**src/hdl/png_chunk_framer_core_assert.svh**
```systemverilog
// assertion macros shared by the png chunk framer rtl
// expects signals named clock and reset (synchronous, active high) in the using module
`ifndef PNG_CHUNK_FRAMER_CORE_ASSERT_SVH
`define PNG_CHUNK_FRAMER_CORE_ASSERT_SVH

// same-cycle implication, checked at every rising clock edge outside reset
`define PCF_ASSERT_NOW(label, ante, cons, msg) \
   label: assert property (@(posedge clock) disable iff (reset) (ante) |-> (cons)) \
      else $error(msg);

// next-cycle implication, checked at every rising clock edge outside reset
`define PCF_ASSERT_NEXT(label, ante, cons, msg) \
   label: assert property (@(posedge clock) disable iff (reset) (ante) |=> (cons)) \
      else $error(msg);

`endif

```
**src/hdl/pcf_pkg.sv**
```systemverilog
// types, constants and crc functions for the png chunk framer
// no dependencies; used by every other rtl file but the assertion macro header
`default_nettype none

package pcf_pkg;

   // significant bits of the chunk length field
   localparam int LENGTH_BITS = 31;
   localparam int LEN_FIELD_BITS = 31;
   localparam int TYPE_BITS = 32;
   localparam int BYTE_BITS = 8;

   // longest run of result transactions one request can cause
   localparam int RUN_MAX = 12;
   localparam int RUN_CNT_BITS = $clog2(RUN_MAX + 1);

   localparam logic [31:0] CRC_POLY = 32'hEDB88320;
   localparam logic [31:0] CRC_INIT = 32'hFFFFFFFF;

   // request kinds
   localparam logic REQ_START = 1'b0;
   localparam logic REQ_DATA  = 1'b1;

   typedef enum logic [1:0] {
      STATUS_OK         = 2'd0,
      STATUS_NO_CHUNK   = 2'd1,
      STATUS_CHUNK_OPEN = 2'd2
   } status_type;

   typedef struct packed {
      logic                      req_type;
      logic [TYPE_BITS-1:0]      chunk_type;
      logic [LEN_FIELD_BITS-1:0] chunk_length;
      logic [BYTE_BITS-1:0]      data_byte;
   } item_type;

   typedef struct packed {
      logic [RUN_MAX-1:0][BYTE_BITS-1:0] bytes;
      logic [RUN_CNT_BITS-1:0]           count;
      logic                              done;
      status_type                        status;
   } run_type;

   // one byte through the reflected crc-32, lsb first
   function automatic logic [31:0] crc_byte(input logic [31:0] c, input logic [7:0] b);
      logic [31:0] r;
      r = c ^ {24'h000000, b};
      for (int k = 0; k < 8; k++) begin
         r = (r >> 1) ^ (r[0] ? CRC_POLY : 32'h00000000);
      end
      return r;
   endfunction

   // four bytes of a word, most significant byte first
   function automatic logic [31:0] crc_word(input logic [31:0] c, input logic [31:0] w);
      logic [31:0] r;
      r = c;
      for (int i = 3; i >= 0; i--) begin
         r = crc_byte(r, w[8*i +: 8]);
      end
      return r;
   endfunction

endpackage

`default_nettype wire

```
**src/hdl/pcf_req_if.sv**
```systemverilog
// request channel: valid/ready handshake with the framer request payload
// depends on pcf_pkg
`default_nettype none

interface pcf_req_if;
   import pcf_pkg::*;

   logic                      valid;
   logic                      ready;
   logic                      req_type;
   logic [TYPE_BITS-1:0]      chunk_type;
   logic [LEN_FIELD_BITS-1:0] chunk_length;
   logic [BYTE_BITS-1:0]      data_byte;

   modport source (output valid, req_type, chunk_type, chunk_length, data_byte,
                   input ready);
   modport sink   (input valid, req_type, chunk_type, chunk_length, data_byte,
                   output ready);
endinterface

`default_nettype wire

```
**src/hdl/pcf_rsp_if.sv**
```systemverilog
// response channel: valid/ready handshake carrying one framed byte and its flags
// depends on pcf_pkg
`default_nettype none

interface pcf_rsp_if;
   import pcf_pkg::*;

   logic                 valid;
   logic                 ready;
   logic [BYTE_BITS-1:0] out_byte;
   logic                 last_of_run;
   logic                 chunk_done;
   logic [1:0]           status;

   modport source (output valid, out_byte, last_of_run, chunk_done, status,
                   input ready);
   modport sink   (input valid, out_byte, last_of_run, chunk_done, status,
                   output ready);
endinterface

`default_nettype wire

```
**src/hdl/png_chunk_framer_core.sv**
```systemverilog
// png chunk framer top level: input register, framer logic, result serializer
// one request per cycle when each causes one result and the result side takes it; an accepted
//   start causes 8 results (12 for an empty chunk), a closing data byte 5
// reset clears the input register, the result register and the chunk state (crc all ones)
// depends on pcf_pkg, pcf_req_if, pcf_rsp_if, pcf_in_stage, pcf_framer, pcf_serializer
`default_nettype none

module png_chunk_framer_core (
   input  wire logic   clock,
   input  wire logic   reset,
   pcf_req_if.sink     req_ch,
   pcf_rsp_if.source   rsp_ch
);
   import pcf_pkg::*;

   item_type item;
   logic     item_valid;
   logic     take;
   logic     run_free;
   run_type  run;

   pcf_in_stage u_in_stage (
      .clock      (clock),
      .reset      (reset),
      .req_ch     (req_ch),
      .take       (take),
      .item       (item),
      .item_valid (item_valid)
   );

   pcf_framer u_framer (
      .clock      (clock),
      .reset      (reset),
      .item       (item),
      .item_valid (item_valid),
      .run_free   (run_free),
      .take       (take),
      .run        (run)
   );

   pcf_serializer u_serializer (
      .clock    (clock),
      .reset    (reset),
      .run      (run),
      .load     (take),
      .run_free (run_free),
      .rsp_ch   (rsp_ch)
   );

endmodule

`default_nettype wire

```
**src/hdl/pcf_in_stage.sv**
```systemverilog
// input register: captures one request transaction and holds it for the framer
// depends on pcf_pkg and pcf_req_if
`default_nettype none

module pcf_in_stage (
   input  wire logic              clock,
   input  wire logic              reset,
   pcf_req_if.sink                req_ch,
   input  wire logic              take,
   output pcf_pkg::item_type      item,
   output logic                   item_valid
);
   import pcf_pkg::*;

   logic     valid_ff, valid_in;
   item_type item_ff, item_in;
   logic     accept;

   // room when empty or when the held item moves on this cycle
   assign req_ch.ready = !valid_ff || take;
   assign accept       = req_ch.valid && req_ch.ready;

   always_comb begin
      valid_in = valid_ff;
      item_in  = item_ff;
      if (accept) begin
         valid_in             = 1'b1;
         item_in.req_type     = req_ch.req_type;
         item_in.chunk_type   = req_ch.chunk_type;
         item_in.chunk_length = req_ch.chunk_length;
         item_in.data_byte    = req_ch.data_byte;
      end else if (take) begin
         valid_in = 1'b0;
      end
   end

   always_ff @(posedge clock) begin
      if (reset) begin
         valid_ff <= 1'b0;
      end else begin
         valid_ff <= valid_in;
      end
      item_ff <= item_in;
   end

   assign item       = item_ff;
   assign item_valid = valid_ff;

endmodule

`default_nettype wire

```
**src/hdl/pcf_framer.sv**
```systemverilog
// chunk state and crc: turns one request into a run of framed bytes
// depends on pcf_pkg
`default_nettype none

module pcf_framer (
   input  wire logic              clock,
   input  wire logic              reset,
   input  wire pcf_pkg::item_type item,
   input  wire logic              item_valid,
   input  wire logic              run_free,
   output logic                   take,
   output pcf_pkg::run_type       run
);
   import pcf_pkg::*;

   logic [31:0]            crc_ff, crc_in;
   logic [LENGTH_BITS-1:0] left_ff, left_in;
   logic                   open_ff, open_in;

   logic [LENGTH_BITS-1:0] len;
   logic [31:0]            len_word;
   logic [31:0]            crc_type;
   logic [31:0]            crc_data;
   logic [LENGTH_BITS-1:0] left_dec;

   assign take = item_valid && run_free;

   // excess length bits are ignored
   assign len      = item.chunk_length[LENGTH_BITS-1:0];
   assign len_word = {{(32-LENGTH_BITS){1'b0}}, len};
   assign crc_type = crc_word(CRC_INIT, item.chunk_type);
   assign crc_data = crc_byte(crc_ff, item.data_byte);
   assign left_dec = left_ff - {{(LENGTH_BITS-1){1'b0}}, 1'b1};

   // build the run and the next chunk state
   always_comb begin
      crc_in     = crc_ff;
      left_in    = left_ff;
      open_in    = open_ff;
      run.bytes  = '0;
      run.count  = RUN_CNT_BITS'(1);
      run.done   = 1'b0;
      run.status = STATUS_OK;
      if (item.req_type == REQ_START) begin
         if (open_ff) begin
            run.status = STATUS_CHUNK_OPEN;
         end else begin
            for (int i = 0; i < 4; i++) begin
               run.bytes[i]     = len_word[8*(3-i) +: 8];
               run.bytes[4 + i] = item.chunk_type[8*(3-i) +: 8];
            end
            if (len == '0) begin
               // empty chunk: crc follows the type at once
               for (int i = 0; i < 4; i++) begin
                  run.bytes[8 + i] = ~crc_type[8*(3-i) +: 8];
               end
               run.count = RUN_CNT_BITS'(12);
               run.done  = 1'b1;
               crc_in    = CRC_INIT;
            end else begin
               run.count = RUN_CNT_BITS'(8);
               crc_in    = crc_type;
               open_in   = 1'b1;
               left_in   = len;
            end
         end
      end else begin
         if (!open_ff) begin
            run.status = STATUS_NO_CHUNK;
         end else begin
            run.bytes[0] = item.data_byte;
            if (left_dec == '0) begin
               // last payload byte closes the chunk
               for (int i = 0; i < 4; i++) begin
                  run.bytes[1 + i] = ~crc_data[8*(3-i) +: 8];
               end
               run.count = RUN_CNT_BITS'(5);
               run.done  = 1'b1;
               crc_in    = CRC_INIT;
               open_in   = 1'b0;
               left_in   = '0;
            end else begin
               crc_in  = crc_data;
               left_in = left_dec;
            end
         end
      end
   end

   always_ff @(posedge clock) begin
      if (reset) begin
         crc_ff  <= CRC_INIT;
         left_ff <= '0;
         open_ff <= 1'b0;
      end else if (take) begin
         crc_ff  <= crc_in;
         left_ff <= left_in;
         open_ff <= open_in;
      end
   end

endmodule

`default_nettype wire

```
**src/hdl/pcf_serializer.sv**
```systemverilog
// result register: holds one run and shifts it out one byte per transaction
// depends on pcf_pkg, pcf_rsp_if and the assertion macro header
`default_nettype none

`include "png_chunk_framer_core_assert.svh"

module pcf_serializer (
   input  wire logic              clock,
   input  wire logic              reset,
   input  wire pcf_pkg::run_type  run,
   input  wire logic              load,
   output logic                   run_free,
   pcf_rsp_if.source              rsp_ch
);
   import pcf_pkg::*;

   logic [RUN_MAX-1:0][BYTE_BITS-1:0] buf_ff, buf_in;
   logic [RUN_CNT_BITS-1:0]           cnt_ff, cnt_in;
   logic                              done_ff, done_in;
   status_type                        status_ff, status_in;
   logic                              busy;
   logic                              last;
   logic                              pop;

   assign busy     = (cnt_ff != '0);
   assign last     = (cnt_ff == RUN_CNT_BITS'(1));
   assign pop      = busy && rsp_ch.ready;
   assign run_free = !busy || (pop && last);

   // load a fresh run or shift the current one
   always_comb begin
      buf_in    = buf_ff;
      cnt_in    = cnt_ff;
      done_in   = done_ff;
      status_in = status_ff;
      if (load) begin
         buf_in    = run.bytes;
         cnt_in    = run.count;
         done_in   = run.done;
         status_in = run.status;
      end else if (pop) begin
         buf_in = {{BYTE_BITS{1'b0}}, buf_ff[RUN_MAX-1:1]};
         cnt_in = cnt_ff - RUN_CNT_BITS'(1);
      end
   end

   always_ff @(posedge clock) begin
      if (reset) begin
         cnt_ff <= '0;
      end else begin
         cnt_ff <= cnt_in;
      end
      buf_ff    <= buf_in;
      done_ff   <= done_in;
      status_ff <= status_in;
   end

   // response payload
   assign rsp_ch.valid       = busy;
   assign rsp_ch.out_byte    = buf_ff[0];
   assign rsp_ch.last_of_run = last;
   assign rsp_ch.chunk_done  = last && done_ff;
   assign rsp_ch.status      = status_ff;

   // checks
   `PCF_ASSERT_NOW(a_load_when_free, load, run_free, "run loaded over a pending run")
   `PCF_ASSERT_NEXT(a_run_continues, pop && !last, busy, "run ended before its last byte")
   `PCF_ASSERT_NOW(a_done_is_ok, busy && last && done_ff, status_ff == STATUS_OK,
                   "chunk end flagged on an error status")
   `PCF_ASSERT_NOW(a_error_single, busy && (status_ff != STATUS_OK), last,
                   "error status run longer than one transaction")

endmodule

`default_nettype wire

```
**src/flat_wrapper.sv**
```systemverilog
// flat-port wrapper written by rule: the top's interface ports become plain ports
module png_chunk_framer_core_flat import pcf_pkg::*;
  (clock, reset, req_ch_valid, req_ch_req_type, req_ch_chunk_type, req_ch_chunk_length, req_ch_data_byte, req_ch_ready, rsp_ch_valid, rsp_ch_out_byte, rsp_ch_last_of_run, rsp_ch_chunk_done, rsp_ch_status, rsp_ch_ready);
  pcf_req_if req_ch_i ();
  pcf_rsp_if rsp_ch_i ();
  input  wire logic clock;
  input  wire logic reset;
  input wire logic [$bits(req_ch_i.valid)-1:0] req_ch_valid;
  input wire logic [$bits(req_ch_i.req_type)-1:0] req_ch_req_type;
  input wire logic [$bits(req_ch_i.chunk_type)-1:0] req_ch_chunk_type;
  input wire logic [$bits(req_ch_i.chunk_length)-1:0] req_ch_chunk_length;
  input wire logic [$bits(req_ch_i.data_byte)-1:0] req_ch_data_byte;
  output wire logic [$bits(req_ch_i.ready)-1:0] req_ch_ready;
  output wire logic [$bits(rsp_ch_i.valid)-1:0] rsp_ch_valid;
  output wire logic [$bits(rsp_ch_i.out_byte)-1:0] rsp_ch_out_byte;
  output wire logic [$bits(rsp_ch_i.last_of_run)-1:0] rsp_ch_last_of_run;
  output wire logic [$bits(rsp_ch_i.chunk_done)-1:0] rsp_ch_chunk_done;
  output wire logic [$bits(rsp_ch_i.status)-1:0] rsp_ch_status;
  input wire logic [$bits(rsp_ch_i.ready)-1:0] rsp_ch_ready;
  assign req_ch_i.valid = req_ch_valid;
  assign req_ch_i.req_type = req_ch_req_type;
  assign req_ch_i.chunk_type = req_ch_chunk_type;
  assign req_ch_i.chunk_length = req_ch_chunk_length;
  assign req_ch_i.data_byte = req_ch_data_byte;
  assign req_ch_ready = req_ch_i.ready;
  assign rsp_ch_valid = rsp_ch_i.valid;
  assign rsp_ch_out_byte = rsp_ch_i.out_byte;
  assign rsp_ch_last_of_run = rsp_ch_i.last_of_run;
  assign rsp_ch_chunk_done = rsp_ch_i.chunk_done;
  assign rsp_ch_status = rsp_ch_i.status;
  assign rsp_ch_i.ready = rsp_ch_ready;
  png_chunk_framer_core u_core (.clock(clock), .reset(reset), .req_ch(req_ch_i), .rsp_ch(rsp_ch_i));
endmodule
```
**config.mk**
```make
export PLATFORM = sky130hd
export DESIGN_NAME = png_chunk_framer_core_flat
export DESIGN_NICKNAME = d
export VERILOG_FILES = /design/src/hdl/pcf_pkg.sv /design/src/hdl/pcf_req_if.sv /design/src/hdl/pcf_rsp_if.sv /design/src/hdl/png_chunk_framer_core.sv /design/src/hdl/pcf_in_stage.sv /design/src/hdl/pcf_framer.sv /design/src/hdl/pcf_serializer.sv /design/src/flat_wrapper.sv
export VERILOG_INCLUDE_DIRS = /design/src /design/src/hdl
export SDC_FILE = /design/constraint.sdc
export NUM_CORES = 1
export LEC_CHECK = 0
export ABC_AREA = 1
export BUFFER_PORTS_ARGS = -buffer_cell sky130_fd_sc_hd__buf_4
export CAP_MARGIN = 40
export CORE_MARGIN = 5
export CORE_UTILIZATION = 45
export CTS_CLUSTER_SIZE = 30
export DETAILED_ROUTE_END_ITERATION = 8
export PLACE_DENSITY = 0.59
export REMOVE_ABC_BUFFERS = 1
export SLEW_MARGIN = 20
export SYNTH_ARGS = -nofsm -noshare
export SYNTH_HDL_FRONTEND = slang
export SYNTH_SLANG_ARGS = --single-unit
```
**constraint.sdc**
```tcl
create_clock -name clock -period 3.93 [get_ports clock]
set_clock_uncertainty 0.1 [all_clocks]
set_input_delay 0.1965 -clock clock [delete_from_list [all_inputs] [get_ports clock]]
set_output_delay 0.1965 -clock clock [all_outputs]
set_load 0.005 [all_outputs]
```
==> out/metrics.sh <==
SETUP_REPAIR_AFTER_GLOBAL_ROUTING_MISSED_ITS_MARGIN='false'
R2R-END='u_core.u_framer.crc_ff[3]$_SDFFE_PP1P_'
CRIT_PATH_END_KIND='flop'
DIEAREA_UM2=40190
CP_SLOWEST_STAGE_DELAY_NS=0.55
HOLDCRITPATHCLASS='in -> reg'
DIE_HEIGHT_UM=200.5
NET_COUNT_REPORTED_AT_FINISH=2348
NUMBER_OF_INPUT_AND_OUTPUT_PORT_BUFFERS_INSERTED=89
GRT-OVFL-TOTAL=0
SETUP_TOTAL_NEGATIVE_SLACK_NS=0
FINALWORSTPATHREQUIREDPERIOD_NS=3.665
FINALHOLDVIOLATIONS=0
YS_TOP_CELLS_BY_AREA='sky130_fd_sc_hd__edfxtp_1, sky130_fd_sc_hd__nand2_1, sky130_fd_sc_hd__dfxtp_1, sky130_fd_sc_hd__xor2_1, sky130_fd_sc_hd__nand3_1'
CTSLONGESTPATHBUFFERS=3
DIE_WIDTH_UM=200.5
ANTENNA_FOUND_INITIAL=1
FINALSETUPVIOLATIONS=0
SETUP_SLACK_NS=0.2651
PLACE_WORST_SETUP_SLACK_NS=0.2866
FIRST_ITER_VIOLATIONS=1188
REPORT.FINAL.SLEW_VIOL_COUNT=0
DR.PASS1.ITERS=6
CTS_INSERTED_BUFFERS=29
CRIT-REG2REG-LAUNCH='u_core.u_in_stage.item[65]$_DFFE_PP_'
REMAINING_DRC_ERRORS=0
R2R_CELLS=23
ROUTED_VIA_COUNT=14791
YOSYSUNIQUECELLTYPES=47
AREA_OF_THE_MAPPED_NETLIST_UM2=16330
CRIT_ARRIVAL_NS=4.03
ROUTE.ANTENNA.REMAINING_NETS=0
WORST_PIN_SLEW_NS=0.7294
NETLIST.AREA_LEADER.SHARE_PCT=31.45
SEQ_TOTAL_AREA_YOSYS_PCT=39.91
TOTALWIRELENGTH_MM=52.19
DOMINANTREGCELLSYNTH='sky130_fd_sc_hd__edfxtp_1'
AVGSYNTHCELLAREA_UM2=7.712
ROUTED_VIA_DENSITY=5.381
FINAL.HOLD.WORST_SLACK_NS=0.2259
FMAX_MHz=272.9
COREAREA_UM2=35660
CELL_AT_THE_ROOT_OF_THE_CLOCK_TREE='sky130_fd_sc_hd__clkbuf_16'
COUNT_OF_FLIP_FLOPS_WITH_A_BUILT_IN_ENABLE_AFTER_SYNTHESIS=171
PIN_COUNT_OF_THE_BIGGEST_NET_ENTERING_GLOBAL_ROUTING=61
YOSYSWARNINGS=0
YS_SEQ_ELEMENTS=240
LAYOUT-DRIVE-GT1-SHARE_PCT=16.26
SETUP.WORST_PATH.END='u_core.u_framer.crc_ff[3]$_SDFFE_PP1P_'
TIMING.FINAL.CRIT_SHARE_PCT=93.26
CRITICAL_PATH_PEAK_FANOUT=12
CRITPATHLAUNCHTYPE='flop'
GRT_FIRST_PASS_WIRELENGTH_MM=81.30
GRT_PASS1_VIAS=14385
DIODE_INSERTION_COUNT_FOR_ANTENNA_REPAIR=0
POSTSYNTH.ASYNCRESETSHARE_PCT=0
DP_HPWL_MM=39.27
RELSLEWSLACK_PCT=51.30
MAXCAPVIOLATIONS=0
WIRE_PER_INST_UM=18.99
CRITICAL_PATH.CELL_CHAIN='inv_4, nand2_1, nand2_2, nand2_2, nand2_4, nand2_1, nand2_2, inv_2, nand2_1, nand2_1, nand2_1, nand2_1, nand2_1, nand2_4, inv_2, nand2_1, nand2_2, xor2_1, inv_1, nand2_1, nand3_1, nand3_1, nand2_1'
TIMING.HOLD.WORST.START='req_ch_chunk_length[8]'
FLOW.AREA_GROWTH_FROM_SYNTHESIS_PCT=17.64
GLOBAL_ROUTE.USAGE.TOTAL_PCT=25.28
CRIT_PATH_TOP_DELAY_CELL='sky130_fd_sc_hd__edfxtp_1'
ROW_COUNT=69
CRIT_PATH_FREQUENT_CELL='sky130_fd_sc_hd__nand2_1'
CRITICAL_PATH_REQUIRED_NS=4.30
SYNTH_CELLS=2117
OUTCOME='complete, no violations'
IO-PIN-COUNT=90
WORST_SETUP_PATH_STARTPOINT='u_core.u_in_stage.item[65]$_DFFE_PP_'
PLACE_CONGESTION=0.9654
TRITONCTS='built'
INSERTION_DELAY_NS=0.58
CLOCK_TREE.HTREE_LEVEL_COUNT=1
CLK_PIN_SLEW_NS=0.06
CELL_ACCOUNTING_FOR_THE_MOST_SYNTHESIZED_AREA='sky130_fd_sc_hd__edfxtp_1'
R2R_SLACK_NS=0.27
CRITPATHKIND='reg -> reg'
CTS_SINKS=240
INITIAL_UTILIZATION_PCT=45.79
==> worst min-delay path by stage <==
| stage | endpoint | slack (ns) | cells past startpoint |
|---|---|---|---|
| global route | u_core.u_in_stage.item[9]$_DFFE_PP_ | 0.21 | 2 |
| finish | u_core.u_in_stage.item[16]$_DFFE_PP_ | 0.23 | 2 |
| detailed placement | u_core.u_in_stage.item[17]$_DFFE_PP_ | 0.28 | 1 |
| CTS | u_core.u_in_stage.item[71]$_DFFE_PP_ | 0.19 | 2 |
| global placement | u_core.u_in_stage.item[59]$_DFFE_PP_ | 0.27 | 1 |
| floorplan | u_core.u_in_stage.item_valid$_SDFFE_PP0P_ | 0.17 | 1 |
==> registers in the layout, summed over array words and instances (netlist names) <==
register,flops
u_core.u_framer.crc_ff,32
u_core.u_framer.left_ff,31
u_core.u_framer.open_ff,1
u_core.u_in_stage.item,72
u_core.u_in_stage.item_valid,1
u_core.u_serializer.buf_ff,88
u_core.u_serializer.cnt_ff,4
u_core.u_serializer.done_ff,1
u_core.u_serializer.rsp_ch.out_byte,8
u_core.u_serializer.rsp_ch.status,2
==> through the flow <==
stage               util (%)  cells  cell area [µm²]
finish                 53.87   2749            19210
global route           53.87   2749            19210
CTS                    53.69   2741            19140
detailed placement     48.87   2611            17420
global placement       48.69   2608            17360
floorplan                  -   2033            15900
==> layer usage <==
metal	track usage [%]	wire length, µm
met1	31.98	21600
met2	42.72	24780
met3	3.990	2977
met4	11.58	2841
met5	0	0
==> placed cells by master (no fill, tap or decap), types with 28 or more instances in the layout <==
cell,count
sky130_fd_sc_hd__nand2_1,648
sky130_fd_sc_hd__nand3_1,222
sky130_fd_sc_hd__edfxtp_1,171
sky130_fd_sc_hd__inv_1,135
sky130_fd_sc_hd__xor2_1,132
sky130_fd_sc_hd__buf_4,120
sky130_fd_sc_hd__nor2_1,104
sky130_fd_sc_hd__a21oi_1,90
sky130_fd_sc_hd__nand2_2,80
sky130_fd_sc_hd__dlygate4sd3_1,76
sky130_fd_sc_hd__dfxtp_1,69
sky130_fd_sc_hd__o21ai_0,57
sky130_fd_sc_hd__xnor2_1,51
sky130_fd_sc_hd__nand4_1,35
sky130_fd_sc_hd__a31oi_1,32
sky130_fd_sc_hd__nand2_4,30
sky130_fd_sc_hd__clkbuf_16,29
sky130_fd_sc_hd__inv_2,28
==> cell families after synthesis <==
kind of cell / synth area share [%]
AO/OA/AOI/OAI: 7.480
XOR/XNOR: 10.22
adder cells (fa/ha/maj): 0.5365
buffers and inverters: 6.783
flip-flops: 39.91
AND/OR/NAND/NOR: 35.07
==> critical path: cells and delay by family (launching register included) <==
family                    cells  cell delay, ns
buffers and inverters         4            0.45
xor gates and xnor gates      1            0.29
and+or+nand+nor              18            2.14
DFF                           1            0.55
==> repair_timing <==
| action | CTS | global route |
|---|---|---|
| hold endpoints to repair | 74 | 0 |
| setup buffers | 0 | 7 |
| hold buffers | 76 | 0 |
| gates resized for setup | 0 | 0 |
| endpoints found under the setup margin | 0 | 3 |
==> synth_stat cells, drive strengths merged, types with 2 or more instances <==
master / n
nand2: 760
inv: 173
nor2: 111
xnor2: 51
nand3b: 13
or2: 30
a221oi: 6
o22a: 14
ha: 7
a31oi: 32
o21ai: 60
nand4: 36
buf: 27
clkbuf: 57
o211ai: 5
a22o: 2
a21oi: 90
o21a: 4
edfxtp: 171
nand3: 238
dfxtp: 69
nor3: 9
nor4: 13
xor2: 136
==> cell type report <==
class	count	area, µm²
clock buffer	36	752.0
clock inverter	18	205.2
fill	3387	16450
inverter	174	685.7
multi-input combinational	1619	8715
sequential	240	6516
tap	461	576.8
timing repair buffer	201	1755
Power is not shown: default switching activity piles up to over one toggle a cycle in this logic, so the estimate is an artifact.
